<file path="src/rtl/sit_pkg.sv">
// shared types and constants for the segment intersection test core
// no dependencies
`timescale 1ns / 1ps

package sit_pkg;

   // collinearity threshold register
   localparam int unsigned EPS_WIDTH = 16;
   localparam logic [EPS_WIDTH-1:0] EPS_RESET = 16'd1;

   // orientation codes
   localparam logic [1:0] ORIENT_COLLINEAR = 2'd0;
   localparam logic [1:0] ORIENT_CCW       = 2'd1;
   localparam logic [1:0] ORIENT_CW        = 2'd2;

   // orientation unit latency and whole core latency (accept to strobe)
   localparam int unsigned ORIENT_DEPTH = 4;
   localparam int unsigned PIPE_DEPTH   = ORIENT_DEPTH + 1;

   // result of one orientation unit
   typedef struct packed {
      logic [1:0] code;   // orientation of the triple
      logic       touch;  // collinear and the third point lies in the box
   } sit_orient_result_type;

endpackage

</file>
<file path="src/rtl/sit_orient.sv">
// four stage orientation unit: differences, products, determinant, classify
// depends on sit_pkg
`timescale 1ns / 1ps

module sit_orient
   import sit_pkg::*;
#(
   parameter int COORD_WIDTH = 20
) (
   input  logic                          clock,
   input  logic signed [COORD_WIDTH-1:0] p_x,
   input  logic signed [COORD_WIDTH-1:0] p_y,
   input  logic signed [COORD_WIDTH-1:0] q_x,
   input  logic signed [COORD_WIDTH-1:0] q_y,
   input  logic signed [COORD_WIDTH-1:0] r_x,
   input  logic signed [COORD_WIDTH-1:0] r_y,
   input  logic        [EPS_WIDTH-1:0]   eps,
   output sit_orient_result_type         result
);

   localparam int DW  = COORD_WIDTH + 1;  // difference width
   localparam int PW  = 2 * DW;           // product width
   localparam int DTW = PW + 1;           // determinant width

   // stage 1: coordinate differences and bounding box test
   logic signed [DW-1:0] dy_qp_in, dx_rq_in, dx_qp_in, dy_rq_in;
   logic signed [DW-1:0] dy_qp_ff, dx_rq_ff, dx_qp_ff, dy_rq_ff;
   logic                 in_box_in, in_box_s1_ff;

   always_comb begin
      dy_qp_in = DW'(q_y) - DW'(p_y);
      dx_rq_in = DW'(r_x) - DW'(q_x);
      dx_qp_in = DW'(q_x) - DW'(p_x);
      dy_rq_in = DW'(r_y) - DW'(q_y);
      // r inside the box spanned by p and q, bounds inclusive
      in_box_in = ((r_x <= p_x) || (r_x <= q_x)) && ((r_x >= p_x) || (r_x >= q_x)) &&
                  ((r_y <= p_y) || (r_y <= q_y)) && ((r_y >= p_y) || (r_y >= q_y));
   end

   always_ff @(posedge clock) begin
      dy_qp_ff     <= dy_qp_in;
      dx_rq_ff     <= dx_rq_in;
      dx_qp_ff     <= dx_qp_in;
      dy_rq_ff     <= dy_rq_in;
      in_box_s1_ff <= in_box_in;
   end

   // stage 2: the two exact products
   logic signed [PW-1:0] prod_a_in, prod_b_in, prod_a_ff, prod_b_ff;
   logic                 in_box_s2_ff;

   always_comb begin
      prod_a_in = PW'(dy_qp_ff) * PW'(dx_rq_ff);
      prod_b_in = PW'(dx_qp_ff) * PW'(dy_rq_ff);
   end

   always_ff @(posedge clock) begin
      prod_a_ff    <= prod_a_in;
      prod_b_ff    <= prod_b_in;
      in_box_s2_ff <= in_box_s1_ff;
   end

   // stage 3: determinant
   logic signed [DTW-1:0] det_in, det_ff;
   logic                  in_box_s3_ff;

   assign det_in = DTW'(prod_a_ff) - DTW'(prod_b_ff);

   always_ff @(posedge clock) begin
      det_ff       <= det_in;
      in_box_s3_ff <= in_box_s2_ff;
   end

   // stage 4: classify against the threshold without taking the magnitude
   logic signed [DTW-1:0] eps_pos, eps_neg;
   logic                  det_neg, collinear;
   sit_orient_result_type result_in, result_ff;

   always_comb begin
      eps_pos   = $signed({{(DTW - EPS_WIDTH){1'b0}}, eps});
      eps_neg   = -eps_pos;
      det_neg   = det_ff[DTW-1];
      collinear = det_neg ? (det_ff > eps_neg) : (det_ff < eps_pos);
      if (collinear) begin
         result_in.code = ORIENT_COLLINEAR;
      end else if (det_neg) begin
         result_in.code = ORIENT_CW;
      end else begin
         result_in.code = ORIENT_CCW;
      end
      result_in.touch = collinear && in_box_s3_ff;
   end

   always_ff @(posedge clock) begin
      result_ff <= result_in;
   end

   assign result = result_ff;

endmodule

</file>
<file path="config.mk">
export PLATFORM = sky130hd
export DESIGN_NAME = sit_orient
export DESIGN_NICKNAME = d
export VERILOG_FILES = /design/src/rtl/sit_pkg.sv /design/src/rtl/sit_orient.sv
export SDC_FILE = /design/constraint.sdc
export NUM_CORES = 2
export LEC_CHECK = 0
export BUFFER_PORTS_ARGS = -buffer_cell sky130_fd_sc_hd__buf_2
export CORE_AREA = 2 2 308 310
export DETAILED_ROUTE_END_ITERATION = 12
export DIE_AREA = 0 0 310 312
export GPL_TIMING_DRIVEN = 0
export MAX_ROUTING_LAYER = met4
export PLACE_DENSITY = 0.66
export RECOVER_POWER = 25
export SKIP_LAST_GASP = 1
export SYNTH_ARGS = -nofsm -noshare
export SYNTH_HDL_FRONTEND = slang
export SYNTH_SLANG_ARGS = --single-unit
</file>
<file path="constraint.sdc">
create_clock -name clock -period 16.1 [get_ports clock]
set_clock_uncertainty 0.2 [all_clocks]
set_input_delay 1.61 -clock clock [delete_from_list [all_inputs] [get_ports clock]]
set_output_delay 1.61 -clock clock [all_outputs]
set_load 0.02 [all_outputs]
</file>
==> out/results.ini <==
[clock_tree]
clock_sinks = 217
clk_latency_ps = 620
cts_tree = built
ctsResizeCount = 0
hold_buffers = 0
post_cts_buffers = 0
cts-root-buf = clkbuf_16
clkSlewWorstSetupHoldPaths_ps = 60
cts_buffers = 28
clock_path_buffers = 3
htreeDepth = 1

[floorplan]
die_w_um = 310
start_util_pct = 49.8
core-area_um2 = 93000
io_pins = 140
fp.dieArea_um2 = 96700
die-height_um = 312
rows = 112

[synth]
yosysTopAreaCell = fa_1
synth_flop_cell = dfxtp_1
netlist.area_leader.share_pct = 39.9
synth_cell_type_count = 83
async_flop_share_pct = 0
syn-cell-area_um2 = 46300
muxShareOfSynthArea_pct = 0.203
synthTopCellsByArea = fa_1, ha_1, inv_1
synth-warning-count = 0
synth-xor-area-share_pct = 3.63
synthCells = 5176
synth_compound_area_share_pct = 8.35
synth_fa_ha_area_share_pct = 52.0
synth_top_family_by_area = adder cells
syn_nets = 6682
synth-simple-area-share_pct = 15.2
yosysSeqAreaShare_pct = 9.38
postSynthAreaPerCell_um2 = 8.94
synth_edf_count = 0
ys_ff_latch = 217

[place]
post-place-ws_ps = 7370
hpwl_um = 117000
portBuffers = 139
gp_congestion = 1.02

[worst_setup_path]
endpoint = prod_b_ff[40]
arrival_ps = 9050
start_kind = flop
required_ps = 16310
r2r_cells = 22
startpoint = dx_qp_ff[20]
r2r_end = prod_b_ff[40]
cp-end-kind = flop
worstSetupPathType = flop to flop
worstReg2RegStart = dx_qp_ff[20]
rrSetupSlack_ps = 7250
path_max_fanout = 10

[sta]
slew_violations = 0
slew_headroom_pct = 6.42
fin_setup_tns_ps = 0
finalWorstSetupSlack_ps = 7250
hold_violations = 0
max_freq_ghz = 0.113
period_needed_ps = 8850
timing.final.crit_share_pct = 54.9
rsz0062_at_grt = no
tightest_slew_ps = 1390
setup_viol = 0

[routing]
firstDrtPassIters = 6
via_count = 35416
wl_per_cell_um = 20.4
routed_wl_um = 136000
drt_iter0_drc = 2390
drc = 0
vias_per_cell = 5.34
postRouteAntennaNets = 0

[min_path]
hp-start = in_box_s1_ff
hold_class = flop to flop

[grt]
gr-total-overflow = 0
antenna_found_initial = 13
grtUsageTotal_pct = 29.7
grt_pass1_wl_um = 211000
grt_max_degree = 18
grt_pass1_vias = 36746

[outcome]
status = complete, no violations

[final_layout]
nNetsFinal = 6851
mostFrequentLayoutCells = inv_1, fa_1, nand2_1
area_growth_pct = 7.01
fill_cells = 8844
final_common_cell = inv_1
drive_above_1_share_pct = 3.97

[run]
max-cap-violations = 0

worst max-delay path: stages, from the launching register on:
cell and delay (ps):
dfxtp_1 490, clkbuf_1 550, nand2_1 190, inv_1 180
fa_1 440, ha_1 630, inv_1 180, fa_1 630
inv_1 410, fa_1 540, fa_1 510, fa_1 550
inv_1 80, fa_1 500, inv_1 50, ha_1 370
nand4_1 240, or2_2 400, nor4_1 230, a22oi_1 150
a31o_2 360, a21o_1 210, a31oi_1 540
cells by family after synthesis:
family,count (synthesis)
AOI/OAI and AO/OA,582
buffers and inverters,1387
muxes,9
DFF,217
and+or+nand+nor,1420
xor gates and xnor gates,192
adders and majority gates,1369
sequential cells by signal, indices dropped and copies added, names as in the netlist:
| register | cells |
|---|---|
| in_box_s3_ff | 1 |
| in_box_s2_ff | 1 |
| dy_rq_ff | 21 |
| prod_a_ff | 42 |
| dx_qp_ff | 21 |
| in_box_s1_ff | 1 |
| dx_rq_ff | 21 |
| dy_qp_ff | 21 |
| det_ff | 43 |
| prod_b_ff | 42 |
| result | 3 |
per-stage QoR:
| step | utilization [%] | instance area [µm²] | std cells | hold WS (ps) |
|---|---|---|---|---|
| 6_report | 53.2 | 49500 | 6633 | 137 |
| 5_1_grt | 53.2 | 49500 | 6630 | 154 |
| 4_1_cts | 53.2 | 49500 | 6621 | 142 |
| 3_5_place_dp | 52.2 | 48600 | 6569 | 129 |
| 3_3_place_gp | 52.2 | 48600 | 6569 | 118 |
| 2_1_floorplan | - | 46300 | 5176 | 110 |
routing by layer:
layer | up-vias | track usage [%] | wire (µm)
met5 | - | - | 0
met2 | 1416 | 45.4 | 60600
met1 | 17623 | 39.5 | 56600
met4 | 0 | 10.3 | 5300
li1 | 16136 | - | -
met3 | 241 | 5.99 | 13000
worst min-delay path by stage:
stage / end / depth (start not counted)
after detailed placement: in_box_s2_ff / 0
after CTS: in_box_s2_ff / 0
after floorplan: in_box_s2_ff / 0
after global routing: in_box_s2_ff / 0
final: in_box_s2_ff / 0
after global placement: in_box_s2_ff / 0
synth_stat cells (all sizes together), types with 55 or more instances:
master     n
a21o      94
a21oi    167
and2     410
clkbuf   184
dfxtp    217
fa       923
ha       446
inv     1197
nand2    538
nor2     178
nor3      55
o21ai    113
xnor2    141
cell type report:
type	count	area, µm²	area share, %
multi-input combinational	3572	36700	74.1
inverter	1198	4500	9.08
sequential	217	4340	8.77
tap	1254	1570	3.17
clock buffer	33	759	1.53
buffer	189	711	1.43
timing repair buffer	139	687	1.39
clock inverter	19	219	0.442
antenna	12	30.0	0.0606
Power is left out: the tool's default activity adds up to more than one toggle a clock period on the data nets, which glitch-free logic cannot reach.
